$ cat config.mk
export PLATFORM = sky130hd
export DESIGN_NAME = one_shot_periodic_timer_bank_top
export DESIGN_NICKNAME = d
export VERILOG_FILES = /design/src/rtl/tmrbank_pkg.sv /design/src/rtl/tmrbank_front.sv /design/src/rtl/tmrbank_back.sv /design/src/rtl/one_shot_periodic_timer_bank_top.sv
export SDC_FILE = /design/constraint.sdc
export NUM_CORES = 2
export LEC_CHECK = 0
export ABC_AREA = 1
export BUFFER_PORTS_ARGS = -buffer_cell sky130_fd_sc_hd__buf_2
export CAP_MARGIN = 10
export CORE_MARGIN = 2
export CORE_UTILIZATION = 50
export CTS_BUF_LIST = sky130_fd_sc_hd__clkbuf_16
export CTS_CLUSTER_SIZE = 40
export DETAILED_ROUTE_END_ITERATION = 10
export PLACE_DENSITY = 0.68
export SLEW_MARGIN = 20
export SYNTH_ARGS = -nofsm -noshare
export SYNTH_HDL_FRONTEND = slang
export SYNTH_SLANG_ARGS = --single-unit
$ cat constraint.sdc
create_clock -name clk -period 8.3 [get_ports clk]
set_clock_uncertainty 0.05 [all_clocks]
set_input_delay 1.245 -clock clk [delete_from_list [all_inputs] [get_ports clk]]
set_output_delay 1.245 -clock clk [all_outputs]
set_load 0.05 [all_outputs]
$ cat src/rtl/tmrbank_pkg.sv
// Package for the timer bank: operation codes, result codes, the command
// beat that travels from the front end to the execution unit.
// Depends on nothing; every other file of the block imports it.
`default_nettype none

package tmrbank_pkg;

  localparam int OP_W   = 3;
  localparam int SLOT_W = 4;
  localparam int INT_W  = 31;
  localparam int EV_W   = 2;
  localparam int STS_W  = 2;

  localparam logic [OP_W-1:0] OP_TICK       = 3'd0;
  localparam logic [OP_W-1:0] OP_START_ONE  = 3'd1;
  localparam logic [OP_W-1:0] OP_START_PER  = 3'd2;
  localparam logic [OP_W-1:0] OP_RESTART    = 3'd3;
  localparam logic [OP_W-1:0] OP_CANCEL     = 3'd4;
  localparam logic [OP_W-1:0] OP_CANCEL_ALL = 3'd5;

  localparam logic [EV_W-1:0] EV_EXPIRED = 2'd0;
  localparam logic [EV_W-1:0] EV_CREATED = 2'd1;
  localparam logic [EV_W-1:0] EV_ACK     = 2'd2;

  localparam logic [STS_W-1:0] STS_OK       = 2'd0;
  localparam logic [STS_W-1:0] STS_FULL     = 2'd1;
  localparam logic [STS_W-1:0] STS_INACTIVE = 2'd2;

  localparam int MAX_RES = 16;
  localparam int CNT_W   = 5;

  localparam int QDEPTH = 2;
  localparam int QCNT_W = 2;

  typedef struct packed {
    logic [OP_W-1:0]   op;
    logic [SLOT_W-1:0] slot;
    logic              slot_ok;
    logic [INT_W-1:0]  interval;
  } cmd_t;

endpackage

`default_nettype wire

$ cat src/rtl/tmrbank_front.sv
// Front end of the timer bank: accepts input beats, drops unknown operations,
// range-checks the slot and queues commands in a two-entry FIFO.
// Depends on tmrbank_pkg.
`default_nettype none

module tmrbank_front #(
  parameter int SLOT_COUNT = 16
) (
  input  wire logic                         clk,
  input  wire logic                         rst_n,
  input  wire logic                         in_valid,
  output logic                              in_ready,
  input  wire logic [tmrbank_pkg::OP_W-1:0]   in_operation,
  input  wire logic [tmrbank_pkg::SLOT_W-1:0] in_slot,
  input  wire logic [tmrbank_pkg::INT_W-1:0]  in_interval_ms,
  output logic                              q_valid,
  output tmrbank_pkg::cmd_t                 q_cmd,
  input  wire logic                         q_pop
);
  import tmrbank_pkg::*;

  localparam logic [8:0] SC = 9'(SLOT_COUNT);

  cmd_t              q_mem_r [QDEPTH];
  logic              wptr_r, wptr_nxt;
  logic              rptr_r, rptr_nxt;
  logic [QCNT_W-1:0] cnt_r, cnt_nxt;
  logic              known_op;
  logic              push;
  cmd_t              push_cmd;

  always_comb begin
    known_op = (in_operation == OP_TICK) || (in_operation == OP_START_ONE) ||
               (in_operation == OP_START_PER) || (in_operation == OP_RESTART) ||
               (in_operation == OP_CANCEL) || (in_operation == OP_CANCEL_ALL);
    push_cmd.op       = in_operation;
    push_cmd.slot     = in_slot;
    push_cmd.slot_ok  = ({5'd0, in_slot} < SC);
    push_cmd.interval = in_interval_ms;
  end

  assign in_ready = (cnt_r != QCNT_W'(QDEPTH));
  assign push     = in_valid && in_ready && known_op;
  assign q_valid  = (cnt_r != '0);
  assign q_cmd    = q_mem_r[rptr_r];

  always_comb begin
    wptr_nxt = push ? ~wptr_r : wptr_r;
    rptr_nxt = q_pop ? ~rptr_r : rptr_r;
    cnt_nxt  = cnt_r;
    if (push && !q_pop) begin
      cnt_nxt = cnt_r + QCNT_W'(1);
    end else if (!push && q_pop) begin
      cnt_nxt = cnt_r - QCNT_W'(1);
    end
  end

  always_ff @(posedge clk) begin
    if (push) begin
      q_mem_r[wptr_r] <= push_cmd;
    end
  end

  always_ff @(posedge clk) begin
    if (!rst_n) begin
      wptr_r <= 1'b0;
      rptr_r <= 1'b0;
      cnt_r  <= '0;
    end else begin
      wptr_r <= wptr_nxt;
      rptr_r <= rptr_nxt;
      cnt_r  <= cnt_nxt;
    end
  end

endmodule

`default_nettype wire

$ cat src/rtl/tmrbank_back.sv
// Execution unit of the timer bank: slot flags, interval and start-time
// memories, the millisecond counter, the tick scan and the result register.
// Depends on tmrbank_pkg.
`default_nettype none

module tmrbank_back #(
  parameter int SLOT_COUNT = 16,
  parameter int TIME_BITS  = 32
) (
  input  wire logic                         clk,
  input  wire logic                         rst_n,
  input  wire logic                         q_valid,
  input  wire tmrbank_pkg::cmd_t            q_cmd,
  output logic                              q_pop,
  input  wire logic                         out_ready,
  output logic                              out_valid,
  output logic [tmrbank_pkg::EV_W-1:0]      out_event_res,
  output logic [tmrbank_pkg::SLOT_W-1:0]    out_slot_id,
  output logic [tmrbank_pkg::STS_W-1:0]     out_status,
  output logic                              out_was_periodic,
  output logic                              out_last
);
  import tmrbank_pkg::*;

  localparam int SW = (SLOT_COUNT > 1) ? $clog2(SLOT_COUNT) : 1;
  localparam int CW = (TIME_BITS > INT_W) ? TIME_BITS : INT_W;
  localparam logic [SW-1:0] LAST_SLOT = SW'(SLOT_COUNT - 1);

  localparam logic [1:0] ST_IDLE  = 2'd0;
  localparam logic [1:0] ST_SCAN  = 2'd1;
  localparam logic [1:0] ST_ALLOC = 2'd2;
  localparam logic [1:0] ST_FLUSH = 2'd3;

  logic [1:0]            state_r, state_nxt;
  logic [SW-1:0]         idx_r, idx_nxt;
  logic [CNT_W-1:0]      cnt_r, cnt_nxt;
  logic [TIME_BITS-1:0]  now_r, now_nxt;
  logic [SLOT_COUNT-1:0] act_r, act_nxt;
  logic [SLOT_COUNT-1:0] per_r, per_nxt;
  logic                  pend_v_r, pend_v_nxt;
  logic [SLOT_W-1:0]     pend_id_r, pend_id_nxt;
  logic                  pend_per_r, pend_per_nxt;
  logic                  alloc_per_r, alloc_per_nxt;
  logic [INT_W-1:0]      alloc_int_r, alloc_int_nxt;

  logic                  out_valid_r, out_valid_nxt;
  logic [EV_W-1:0]       out_ev_r, out_ev_nxt;
  logic [SLOT_W-1:0]     out_id_r, out_id_nxt;
  logic [STS_W-1:0]      out_sts_r, out_sts_nxt;
  logic                  out_per_r, out_per_nxt;
  logic                  out_last_r, out_last_nxt;

  logic [INT_W-1:0]      int_mem [SLOT_COUNT];
  logic [TIME_BITS-1:0]  start_mem [SLOT_COUNT];
  logic [INT_W-1:0]      rd_int_r;
  logic [TIME_BITS-1:0]  rd_start_r;
  logic                  rd_en;
  logic [SW-1:0]         rd_addr;
  logic                  st_we;
  logic                  it_we;
  logic [SW-1:0]         wa;

  logic                  out_free;
  logic [SW-1:0]         cmd_idx;
  logic                  cmd_hit;
  logic [TIME_BITS-1:0]  elapsed;
  logic                  hit;
  logic                  scan_done;

  function automatic logic [SLOT_W-1:0] id_of(input logic [SW-1:0] i);
    logic [SW+SLOT_W-1:0] e;
    e = {{SLOT_W{1'b0}}, i};
    return e[SLOT_W-1:0];
  endfunction

  function automatic logic [SW-1:0] idx_of(input logic [SLOT_W-1:0] s);
    logic [SW+SLOT_W-1:0] e;
    e = {{SW{1'b0}}, s};
    return e[SW-1:0];
  endfunction

  always_comb begin
    out_free  = !out_valid_r || out_ready;
    cmd_idx   = idx_of(q_cmd.slot);
    cmd_hit   = q_cmd.slot_ok && act_r[cmd_idx];
    elapsed   = now_r - rd_start_r;
    hit       = act_r[idx_r] && (CW'(elapsed) >= CW'(rd_int_r));
    scan_done = (idx_r == LAST_SLOT) || (hit && (cnt_r == CNT_W'(MAX_RES - 1)));
  end

  always_comb begin
    state_nxt     = state_r;
    idx_nxt       = idx_r;
    cnt_nxt       = cnt_r;
    now_nxt       = now_r;
    act_nxt       = act_r;
    per_nxt       = per_r;
    pend_v_nxt    = pend_v_r;
    pend_id_nxt   = pend_id_r;
    pend_per_nxt  = pend_per_r;
    alloc_per_nxt = alloc_per_r;
    alloc_int_nxt = alloc_int_r;
    out_valid_nxt = out_valid_r && !out_ready;
    out_ev_nxt    = out_ev_r;
    out_id_nxt    = out_id_r;
    out_sts_nxt   = out_sts_r;
    out_per_nxt   = out_per_r;
    out_last_nxt  = out_last_r;
    q_pop         = 1'b0;
    rd_en         = 1'b0;
    rd_addr       = idx_r;
    st_we         = 1'b0;
    it_we         = 1'b0;
    wa            = idx_r;

    unique case (state_r)
      ST_IDLE: begin
        if (q_valid) begin
          unique case (q_cmd.op)
            OP_TICK: begin
              q_pop     = 1'b1;
              now_nxt   = now_r + TIME_BITS'(1);
              idx_nxt   = '0;
              cnt_nxt   = '0;
              rd_en     = 1'b1;
              rd_addr   = '0;
              state_nxt = ST_SCAN;
            end
            OP_START_ONE, OP_START_PER: begin
              q_pop         = 1'b1;
              alloc_per_nxt = (q_cmd.op == OP_START_PER);
              alloc_int_nxt = q_cmd.interval;
              idx_nxt       = '0;
              state_nxt     = ST_ALLOC;
            end
            OP_RESTART, OP_CANCEL: begin
              if (out_free) begin
                q_pop         = 1'b1;
                out_valid_nxt = 1'b1;
                out_ev_nxt    = EV_ACK;
                out_id_nxt    = q_cmd.slot;
                out_sts_nxt   = cmd_hit ? STS_OK : STS_INACTIVE;
                out_per_nxt   = 1'b0;
                out_last_nxt  = 1'b1;
                if (cmd_hit) begin
                  if (q_cmd.op == OP_RESTART) begin
                    st_we = 1'b1;
                    wa    = cmd_idx;
                  end else begin
                    act_nxt[cmd_idx] = 1'b0;
                  end
                end
              end
            end
            OP_CANCEL_ALL: begin
              if (out_free) begin
                q_pop         = 1'b1;
                act_nxt       = '0;
                out_valid_nxt = 1'b1;
                out_ev_nxt    = EV_ACK;
                out_id_nxt    = '0;
                out_sts_nxt   = STS_OK;
                out_per_nxt   = 1'b0;
                out_last_nxt  = 1'b1;
              end
            end
            default: begin
              q_pop = 1'b1;
            end
          endcase
        end
      end
      ST_SCAN: begin
        if (!(hit && pend_v_r && !out_free)) begin
          if (hit) begin
            if (pend_v_r) begin
              out_valid_nxt = 1'b1;
              out_ev_nxt    = EV_EXPIRED;
              out_id_nxt    = pend_id_r;
              out_sts_nxt   = STS_OK;
              out_per_nxt   = pend_per_r;
              out_last_nxt  = 1'b0;
            end
            pend_v_nxt   = 1'b1;
            pend_id_nxt  = id_of(idx_r);
            pend_per_nxt = per_r[idx_r];
            cnt_nxt      = cnt_r + CNT_W'(1);
            if (per_r[idx_r]) begin
              st_we = 1'b1;
              wa    = idx_r;
            end else begin
              act_nxt[idx_r] = 1'b0;
            end
          end
          if (scan_done) begin
            state_nxt = ST_FLUSH;
          end else begin
            idx_nxt = idx_r + SW'(1);
            rd_en   = 1'b1;
            rd_addr = idx_r + SW'(1);
          end
        end
      end
      ST_ALLOC: begin
        if (!act_r[idx_r]) begin
          if (out_free) begin
            act_nxt[idx_r] = 1'b1;
            per_nxt[idx_r] = alloc_per_r;
            st_we          = 1'b1;
            it_we          = 1'b1;
            wa             = idx_r;
            out_valid_nxt  = 1'b1;
            out_ev_nxt     = EV_CREATED;
            out_id_nxt     = id_of(idx_r);
            out_sts_nxt    = STS_OK;
            out_per_nxt    = 1'b0;
            out_last_nxt   = 1'b1;
            state_nxt      = ST_IDLE;
          end
        end else if (idx_r == LAST_SLOT) begin
          if (out_free) begin
            out_valid_nxt = 1'b1;
            out_ev_nxt    = EV_CREATED;
            out_id_nxt    = '0;
            out_sts_nxt   = STS_FULL;
            out_per_nxt   = 1'b0;
            out_last_nxt  = 1'b1;
            state_nxt     = ST_IDLE;
          end
        end else begin
          idx_nxt = idx_r + SW'(1);
        end
      end
      ST_FLUSH: begin
        if (!pend_v_r) begin
          state_nxt = ST_IDLE;
        end else if (out_free) begin
          out_valid_nxt = 1'b1;
          out_ev_nxt    = EV_EXPIRED;
          out_id_nxt    = pend_id_r;
          out_sts_nxt   = STS_OK;
          out_per_nxt   = pend_per_r;
          out_last_nxt  = 1'b1;
          pend_v_nxt    = 1'b0;
          state_nxt     = ST_IDLE;
        end
      end
      default: begin
        state_nxt = ST_IDLE;
      end
    endcase
  end

  always_ff @(posedge clk) begin
    if (it_we) begin
      int_mem[wa] <= alloc_int_r;
    end
    if (st_we) begin
      start_mem[wa] <= now_r;
    end
    if (rd_en) begin
      rd_int_r   <= int_mem[rd_addr];
      rd_start_r <= start_mem[rd_addr];
    end
  end

  always_ff @(posedge clk) begin
    pend_id_r   <= pend_id_nxt;
    pend_per_r  <= pend_per_nxt;
    alloc_per_r <= alloc_per_nxt;
    alloc_int_r <= alloc_int_nxt;
    out_ev_r    <= out_ev_nxt;
    out_id_r    <= out_id_nxt;
    out_sts_r   <= out_sts_nxt;
    out_per_r   <= out_per_nxt;
    out_last_r  <= out_last_nxt;
    idx_r       <= idx_nxt;
    cnt_r       <= cnt_nxt;
  end

  always_ff @(posedge clk) begin
    if (!rst_n) begin
      state_r     <= ST_IDLE;
      now_r       <= '0;
      act_r       <= '0;
      per_r       <= '0;
      pend_v_r    <= 1'b0;
      out_valid_r <= 1'b0;
    end else begin
      state_r     <= state_nxt;
      now_r       <= now_nxt;
      act_r       <= act_nxt;
      per_r       <= per_nxt;
      pend_v_r    <= pend_v_nxt;
      out_valid_r <= out_valid_nxt;
    end
  end

  assign out_valid        = out_valid_r;
  assign out_event_res    = out_ev_r;
  assign out_slot_id      = out_id_r;
  assign out_status       = out_sts_r;
  assign out_was_periodic = out_per_r;
  assign out_last         = out_last_r;

  a_cnt_bound: assert property (@(posedge clk) disable iff (!rst_n)
    (state_r == ST_SCAN) |-> (cnt_r < CNT_W'(MAX_RES)))
    else $error("expiry count passed the per-tick limit");

  a_pend_state: assert property (@(posedge clk) disable iff (!rst_n)
    pend_v_r |-> ((state_r == ST_SCAN) || (state_r == ST_FLUSH)))
    else $error("held expiry outside a tick scan");

  a_tick_count: assert property (@(posedge clk) disable iff (!rst_n)
    (state_r == ST_IDLE && q_valid && q_cmd.op == OP_TICK)
      |=> (now_r == $past(now_r) + TIME_BITS'(1)))
    else $error("millisecond counter did not advance on a tick");

  a_scan_leaves_idle: assert property (@(posedge clk) disable iff (!rst_n)
    (state_r == ST_FLUSH && !pend_v_r) |=> (state_r == ST_IDLE))
    else $error("scan without expiries did not return to idle");

endmodule

`default_nettype wire

$ cat src/rtl/one_shot_periodic_timer_bank_top.sv
// Bank of one-shot and periodic timer slots with its own millisecond counter.
// Input beats carry an operation; each operation gives zero or more result beats.
// The end of a beat's results is marked by out_last.
// Channels: in_* and out_* use valid/ready; a beat moves when both are high.
// Operations: tick, start one-shot, start periodic, restart, cancel, cancel all.
// Codes 6 and 7 are taken and dropped without a result.
// A two-entry command FIFO sits in front of the unit.
// A tick scans one slot a cycle unless an expiry waits for the result register.
// A start searches the slot flags one a cycle and takes the lowest free slot.
// Restart, cancel and cancel all act at the FIFO head; the result is registered.
// A tick gives at most 16 expiry beats in slot order; later slots fire later.
// Reset (rst_n low at a clock edge) clears the counter and frees every slot.
// When out_ready is low the result register holds its beat; a further beat waits.
// The FIFO keeps taking input beats until it fills.
// Depends on tmrbank_pkg, tmrbank_front and tmrbank_back.
`default_nettype none

module one_shot_periodic_timer_bank_top #(
  parameter int SLOT_COUNT = 16,
  parameter int TIME_BITS  = 32
) (
  input  wire logic                           clk,
  input  wire logic                           rst_n,
  input  wire logic                           in_valid,
  output logic                                in_ready,
  input  wire logic [tmrbank_pkg::OP_W-1:0]   in_operation,
  input  wire logic [tmrbank_pkg::SLOT_W-1:0] in_slot,
  input  wire logic [tmrbank_pkg::INT_W-1:0]  in_interval_ms,
  output logic                                out_valid,
  input  wire logic                           out_ready,
  output logic [tmrbank_pkg::EV_W-1:0]        out_event_res,
  output logic [tmrbank_pkg::SLOT_W-1:0]      out_slot_id,
  output logic [tmrbank_pkg::STS_W-1:0]       out_status,
  output logic                                out_was_periodic,
  output logic                                out_last
);
  import tmrbank_pkg::*;

  logic q_valid;
  logic q_pop;
  cmd_t q_cmd;

  tmrbank_front #(
    .SLOT_COUNT(SLOT_COUNT)
  ) u_front (
    .clk           (clk),
    .rst_n         (rst_n),
    .in_valid      (in_valid),
    .in_ready      (in_ready),
    .in_operation  (in_operation),
    .in_slot       (in_slot),
    .in_interval_ms(in_interval_ms),
    .q_valid       (q_valid),
    .q_cmd         (q_cmd),
    .q_pop         (q_pop)
  );

  tmrbank_back #(
    .SLOT_COUNT(SLOT_COUNT),
    .TIME_BITS (TIME_BITS)
  ) u_back (
    .clk             (clk),
    .rst_n           (rst_n),
    .q_valid         (q_valid),
    .q_cmd           (q_cmd),
    .q_pop           (q_pop),
    .out_ready       (out_ready),
    .out_valid       (out_valid),
    .out_event_res   (out_event_res),
    .out_slot_id     (out_slot_id),
    .out_status      (out_status),
    .out_was_periodic(out_was_periodic),
    .out_last        (out_last)
  );

endmodule

`default_nettype wire

# [Word level (Yosys, flattened, before mapping)]
# Memory sizes are Yosys's and may differ from the RTL's. A register that Yosys moved wholly into a read port is not among the register bits.
# Index checks and enable logic that the tools add are counted.
[word_totals] reg_bits=128 ram_bits=1084 inputBits=42 output_inout_bits=12 elab_cells=288 n_memories=3
[op_classes] n_addsub=6 magnitude_cmp=5 n_eq_ne=41 muxes=154 bitwise_logic=9 n_reduce_logical=50
[memory_table] memory="u_back.start_mem" words=16 word_bits=32 rd=1 rd_ports_with_merged_regs=1 write_ports=1 line="tmrbank_back.sv:54" text="logic [TIME_BITS-1:0] start_mem [SLOT_COUNT];"
[memory_table] memory="u_back.int_mem" words=16 word_bits=31 rd=1 rd_ports_with_merged_regs=1 write_ports=1 line="tmrbank_back.sv:53" text="logic [INT_W-1:0] int_mem [SLOT_COUNT];"
[memory_table] memory="u_front.q_mem_r" words=2 word_bits=38 rd=1 rd_ports_with_merged_regs=1 write_ports=1 line="tmrbank_front.sv:24" text="cmd_t q_mem_r [QDEPTH];"
[ops] operator="2-to-1 mux 16 bit" n=10
[ops] operator="2-to-1 mux 4 bit" n=25
[ops] operator="2-to-1 mux 1 bit" n=63
[ops] operator="2-to-1 mux 2 bit" n=28
[ops] operator="one-hot mux 16 bit (3 select lines)" n=1
[ops] operator="adder 32 x 1 -> 32 bit (second input constant)" n=1
[ops] operator="AND 16 bit" n=2
[ops] operator="greater-or-equal comparator 32 x 31 -> 1 bit" n=1
[ops] operator="inverter 16 bit" n=2
[ops] operator="one-hot mux 16 bit (2 select lines)" n=1
[ops] operator="subtractor 32 bit" n=1
[ops] operator="one-hot mux 2 bit (4 select lines)" n=3
[ops] operator="2-to-1 mux 5 bit" n=4
[ops] operator="inequality test 2 bit (second input constant)" n=9
[ops] operator="AND reduction 9 bit" n=2
[ops] operator="bitwise mux 16 bit" n=1
[ops] operator="inequality test 2 x 1 -> 1 bit (second input constant)" n=8
[ops] operator="OR 16 bit" n=1
[ops] operator="one-hot mux 4 bit (2 select lines)" n=2
[ops] operator="one-hot mux 4 bit (4 select lines)" n=1
[ops] operator="AND reduction 3 bit" n=5
[ops] operator="AND reduction 5 bit" n=3
[ops] operator="binary-select mux 1 bit (select 4 bit)" n=3
[ops] operator="== test 3 x 2 -> 1 bit (second input constant)" n=4
[ops] operator="37 further kinds" n=84

# [Longest topological paths before layout]
[depth] depth_word=12 depth_mapped=40 depth_no_buf=38

# [Modules after synthesis]
# A second synthesis with hierarchy kept.
[hier_totals] hier_cells=5523 area_unflattened_um2=57820.5
[modules_own_cells] mod="tmrbank_back" instances=1 cells_per_inst=5365 area_each_um2=54745.0 seq_area_each_um2=35203.8
[modules_own_cells] mod="tmrbank_front" instances=1 cells_per_inst=158 area_each_um2=3075.4 seq_area_each_um2=2382.3

# [Worst setup path before layout]
# Ideal clock, no wire load.
[synth_path] kind="register -> register" startpoint="register u_back.now_r[0]" endpoint="register u_back.rd_int_r[0] (read register of u_back.int_mem), enable pin" setup_ns=0.571 t_arrival_ns=8.436 required_ns=7.679 slack_ns=-0.757 stages_incl_launch_ff=30 path_buffers=0 period_less_slack_ns=9.057 cell_sequence="dfxtp_1 -> inv_1 -> ha_1 -> inv_1 -> fa_1 -> nand3_1 -> nand2_1 -> nand2_1 -> nand2_1 -> a21boi_0 -> o21ai_0 -> a21oi_1 -> o21ai_0 -> a21oi_1 -> o21ai_1 -> a21oi_1 -> o21ai_2 -> xor2_1 -> ha_1 -> inv_1 -> nor2_1 -> nor2_1 -> nor2_1 -> o21ai_0 -> nand2_1 -> nor2_1 -> nand2_1 -> o211ai_2 -> nand2_4 -> o21ai_0"
[synth_via] elab_chain_len=8 elab_cells_between_ends=13 cone_classes="1 x add/sub; 1 x order compare; 6 x mux; 5 x reduce/logical"
[synth_rtl] element="start, declared" line="tmrbank_back.sv:37" text="logic [TIME_BITS-1:0] now_r, now_nxt;"
[synth_rtl] element="start signal, assigned" line="tmrbank_back.sv:291" text="now_r <= now_nxt;"
[synth_rtl] element="subtractor 32 bit (*)" line="tmrbank_back.sv:86" text="elapsed = now_r - rd_start_r;"
[synth_rtl] element="greater-or-equal comparator 32 x 31 -> 1 bit (*)" line="tmrbank_back.sv:87" text="hit = act_r[idx_r] && (CW'(elapsed) >= CW'(rd_int_r));"
[synth_rtl] element="logical AND 1 bit (*)" line="tmrbank_back.sv:87"
[synth_rtl] element="logical AND 1 bit" line="tmrbank_back.sv:88" text="scan_done = (idx_r == LAST_SLOT) || (hit && (cnt_r == CNT_W'(MAX_RES - 1)));"
[synth_rtl] element="logical OR 1 bit" line="tmrbank_back.sv:88"
[synth_rtl] element="2-to-1 mux 1 bit" line="tmrbank_back.sv:195" text="if (scan_done) begin"
[synth_rtl] element="2-to-1 mux 1 bit (*)" line="tmrbank_back.sv:174" text="if (!(hit && pend_v_r && !out_free)) begin"
[synth_rtl] element="one-hot mux 1 bit (2 select lines) (*)" line="tmrbank_back.sv:116" text="unique case (state_r)"
[synth_rtl] element="named net u_back.rd_en" line="tmrbank_back.sv:57" text="logic rd_en;"
[synth_rtl] element="end, declared" line="tmrbank_back.sv:55" text="logic [INT_W-1:0] rd_int_r;"
# Mark *: on every way through the listed nets, which the timed path passes. The rest lies on a longest branch.
# A chain may end at the register's enable or synchronous reset.

# [Worst setup path after layout]
[layout_path] startpoint="register u_back.now_r[0]" endpoint="register u_back.rd_start_r[21] (read register of u_back.start_mem), data pin"
[layout_via] elab_chain_len=8 elab_cells_between_ends=13 cone_classes="1 x add/sub; 1 x order compare; 6 x mux; 5 x reduce/logical"
[layout_rtl] element="subtractor 32 bit (*)" line="tmrbank_back.sv:86"
[layout_rtl] element="greater-or-equal comparator 32 x 31 -> 1 bit (*)" line="tmrbank_back.sv:87"
[layout_rtl] element="logical AND 1 bit (*)" line="tmrbank_back.sv:87"
[layout_rtl] element="logical AND 1 bit" line="tmrbank_back.sv:88"
[layout_rtl] element="logical OR 1 bit" line="tmrbank_back.sv:88"
[layout_rtl] element="2-to-1 mux 4 bit or 2-to-1 mux 1 bit (tied branches)" line="tmrbank_back.sv:195"
[layout_rtl] element="2-to-1 mux 4 bit or 2-to-1 mux 1 bit (tied branches)"
[layout_rtl] element="one-hot mux 4 bit (2 select lines) or one-hot mux 1 bit (2 select lines) (tied branches)" line="tmrbank_back.sv:116"
[layout_rtl] element="end, declared" line="tmrbank_back.sv:56" text="logic [TIME_BITS-1:0] rd_start_r;"
# Mark *: on every way between the ends. The rest lies on a longest branch, timed or not.

==> key figures <==
Setup path
  – WP buf/inv: 5
  – Worst-path maximum fanout: 43
  – Critical path depth in cells: 35
  – Reg2Reg Launch Point: u_back.now_r[0]
  – CP peak stage delay: 0.73 ns
  – Worst path slowest cell: clkinv_2
  – Delay-heaviest family, CP: compound AO/OA/AOI/OAI gates
  – CP startpoint kind: flip-flop
  – Worst Setup EP: u_back.rd_start_r[21]
  – Crit path kind: reg2reg
  – Crit path required time: 8.75 ns
  – RR Endpoint: u_back.rd_start_r[21]
  – Setup crit start: u_back.now_r[0]
  – Worst Setup End Kind: flip-flop
  – Most numerous cell on the critical path: nand2_1
  – Crit path DAT: 8.05 ns
  – Flop2flop setup slack: 0.70 ns
  – Worst reg-to-reg path cell count: 35

Pwr
  – Worst vdd ir: 0.000664 V
  – Leak: 26.0 nW
  – Power density cells: 400 nW/um^2

Synth
  – Post-synth top area share: 62.7%
  – Share of the yosys chip area belonging to registers: 65.2%
  – Top-count cell post-synth: edfxtp_1
  – Post-synth cell types: 53
  – Cells after synthesis: 5570
  – Syn Nets: 5687
  – Most common flop cell mapped by yosys: edfxtp_1
  – Syn Area/Cell: 10.3 sq um
  – Synth Warn #: 0
  – Synth area leaders: edfxtp_1 (63%), nand3_1 (10%), nand2_1 (7.5%)
  – Synthesized area: 57600 sq um
  – Most frequent cells after synthesis: edfxtp_1 (1203), nand3_1 (1169), nand2_1 (1159), inv_1 (841), nor2_1 (161)
  – Cell taking the most area after synthesis: edfxtp_1
  – Ys async rst share: 0%
  – EDFF count, synth: 1203
  – Synthesis-stage register bit count: 1276

Timing
  – Slew margin rel.: 18.3%
  – RSZ-0062 raised after global routing: no
  – F_max: 0.132 GHz
  – Fin. max-slew vios: 0
  – Tcrit/Tclk final: 91.6%
  – Worst Max-Slew Pin Slew: 1.22 ns
  – # setup viols final: 0
  – Tmin final: 7.60 ns
  – Final WS setup: 0.696 ns
  – Fin. Hold Viols: 0
  – Final setup TNS: 0 ns

Placement
  – Worst slack at placement: 0.768 ns
  – # port buffers: 53
  – DP Wirelength: 80100 um
  – Final Wtd Congestion: 0.882

CTS
  – CTS Sinks: 1276
  – Clk_lat worst skew: 0.77 ns
  – Post-CTS Hold Buffers: 0
  – Clk pin slew, worst setup/hold paths: 0.06 ns
  – TritonCTS clock tree: built
  – CTS Buf Count: 133
  – Clock Tree Buf Depth: 3
  – CTS H-tree lvls: 4
  – Root buffer cell: clkbuf_16

Global route
  – Vias in the first global route: 38900
  – All-Layer GR Usage: 25.6%
  – First-pass GRT wire length: 230000 um
  – Largest net degree at the start of global routing: 195
  – Initial antenna violation count: 0
  – Remaining Overflow, GRT: 0

Route
  – Final WL: 152000 um
  – Via-to-Cell Ratio: 5.66
  – Iter 0 DRT Violations: 5352
  – First-pass DRT Iterations: 6
  – Routed len/inst: 21.2 um
  – DRC: 0
  – DR vias: 40600
  – Detail Route Antenna Nets: 0

Final layout
  – # diodes: 0
  – Area Overhead vs Synth: 10.6%
  – Nets: 5671
  – Fillers: 9446
  – Share of post-route cells with drive strength above 1: 6.97%

Floorplanning
  – Starting density of the core: 50.4%
  – Ports: 54
  – Placeable core region: 114000 sq um
  – Die X: 344 um
  – Row count: 124
  – Die ar.: 118000 sq um
  – Die height: 344 um

Status
  – Status: completed

Job
  – Max Cap Viol: 0

Min path
  – Worst min path class: reg2reg
## layout make-up
class | count | area [sq um] | share of cell area, %
Sequential cell | 1276 | 37600 | 59.0
Tap cell | 1512 | 1890 | 2.97
Clock inverter | 102 | 752 | 1.18
Inverter | 854 | 3210 | 5.04
Timing Repair Buffer | 150 | 1250 | 1.96
Multi-Input combinational cell | 3139 | 15700 | 24.6
Clock buffer | 134 | 3350 | 5.26
## report_power, final
group | total [W] | switching [W] | internal, W
Clock | 0.00565 | 0.00251 | 0.00314
Combinational | 0.0115 | 0.00828 | 0.00323
Sequential | 0.00834 | 0.000382 | 0.00796
Total | 0.0255 | 0.0112 | 0.0143
## worst min-delay path, delay by kind of cell (launching register included)
| kind | cells | cell delay (ns) |
|---|---|---|
| compound gates | 1 | 0.05 |
| buf+inv | 1 | 0.06 |
| flops | 1 | 0.30 |
## cells in the final DEF (no fill, tap or decap), types with 34 or more instances in the layout
| cell | count |
|---|---|
| edfxtp_1 | 1203 |
| nand2_1 | 1158 |
| nor3_1 | 34 |
| buf_4 | 76 |
| nand3b_1 | 129 |
| buf_2 | 53 |
| clkbuf_16 | 134 |
| nor2_1 | 126 |
| nor2_4 | 35 |
| a21oi_1 | 133 |
| nand3_1 | 1169 |
| inv_1 | 876 |
| o21ai_0 | 117 |
| ha_1 | 74 |
| dfxtp_1 | 73 |
## repair_timing
action                     CTS  global route
resized for setup            0             1
setup endpoints to repair    0             2
buffers inserted             0             0
## cells by family after synthesis
family | after synthesis | synth area share (%)
and+or+nand+nor | 2688 | 21.2
DFF | 1276 | 65.2
buffers and inverters | 1155 | 8.11
AOI/OAI and AO/OA | 348 | 3.43
adders and majority gates | 75 | 1.64
xor gates and xnor gates | 28 | 0.425
## registers in the layout, indices dropped and copies added, names as in the netlist, 16 cells and up, named ones only
register and flops:
u_back.alloc_int_r 31, u_back.act_r 16, u_back.int_mem 496, u_back.start_mem 512
u_back.now_r 32, u_back.per_r 16, u_back.rd_int_r 31, u_front.q_mem_r 76
u_back.rd_start_r 32
## stage by stage
step / hold slack, ns / power [W] / instance area (sq um) / util, % / instances
global route: 0.431 / 0.0270 / 63700 / 55.8 / 7167
CTS: 0.411 / 0.0255 / 63700 / 55.7 / 7167
detailed placement: 0.392 / 0.0198 / 59600 / 52.2 / 6931
global placement: 0.389 / 0.0197 / 59600 / 52.2 / 6931
finish: 0.408 / 0.0255 / 63700 / 55.8 / 7167
floorplan: 0.374 / 0.0165 / 57600 / - / 5570
## per-layer routing
layer  part of all wire (%)  vias up  track usage (%)  wire length (um)
met4                    3.4        0             9.53              5200
li1                       -    18800                -                 -
met5                      0        -                0                 0
met1                     41    19600             34.6             61700
met3                    7.9      306             3.72             11900
met2                     48     1856             42.3             72900
## worst min path at each step
stage / from / endpoint / slack [ns] / depth (start not counted)
floorplan: u_back.idx_r[3] / u_back.pend_id_r[3] / 0.37 / 0
global placement: u_front.rptr_r / u_front.rptr_r / 0.39 / 1
detailed placement: u_front.rptr_r / flip-flop / 0.39 / 1
CTS: u_back.per_r[10] / u_back.per_r[10] / 0.41 / 2
global route: u_back.per_r[9] / u_back.per_r[9] / 0.43 / 2
finish: u_back.per_r[13] / u_back.per_r[13] / 0.41 / 2
No activity file was read; power rests on OpenSTA's default activity.
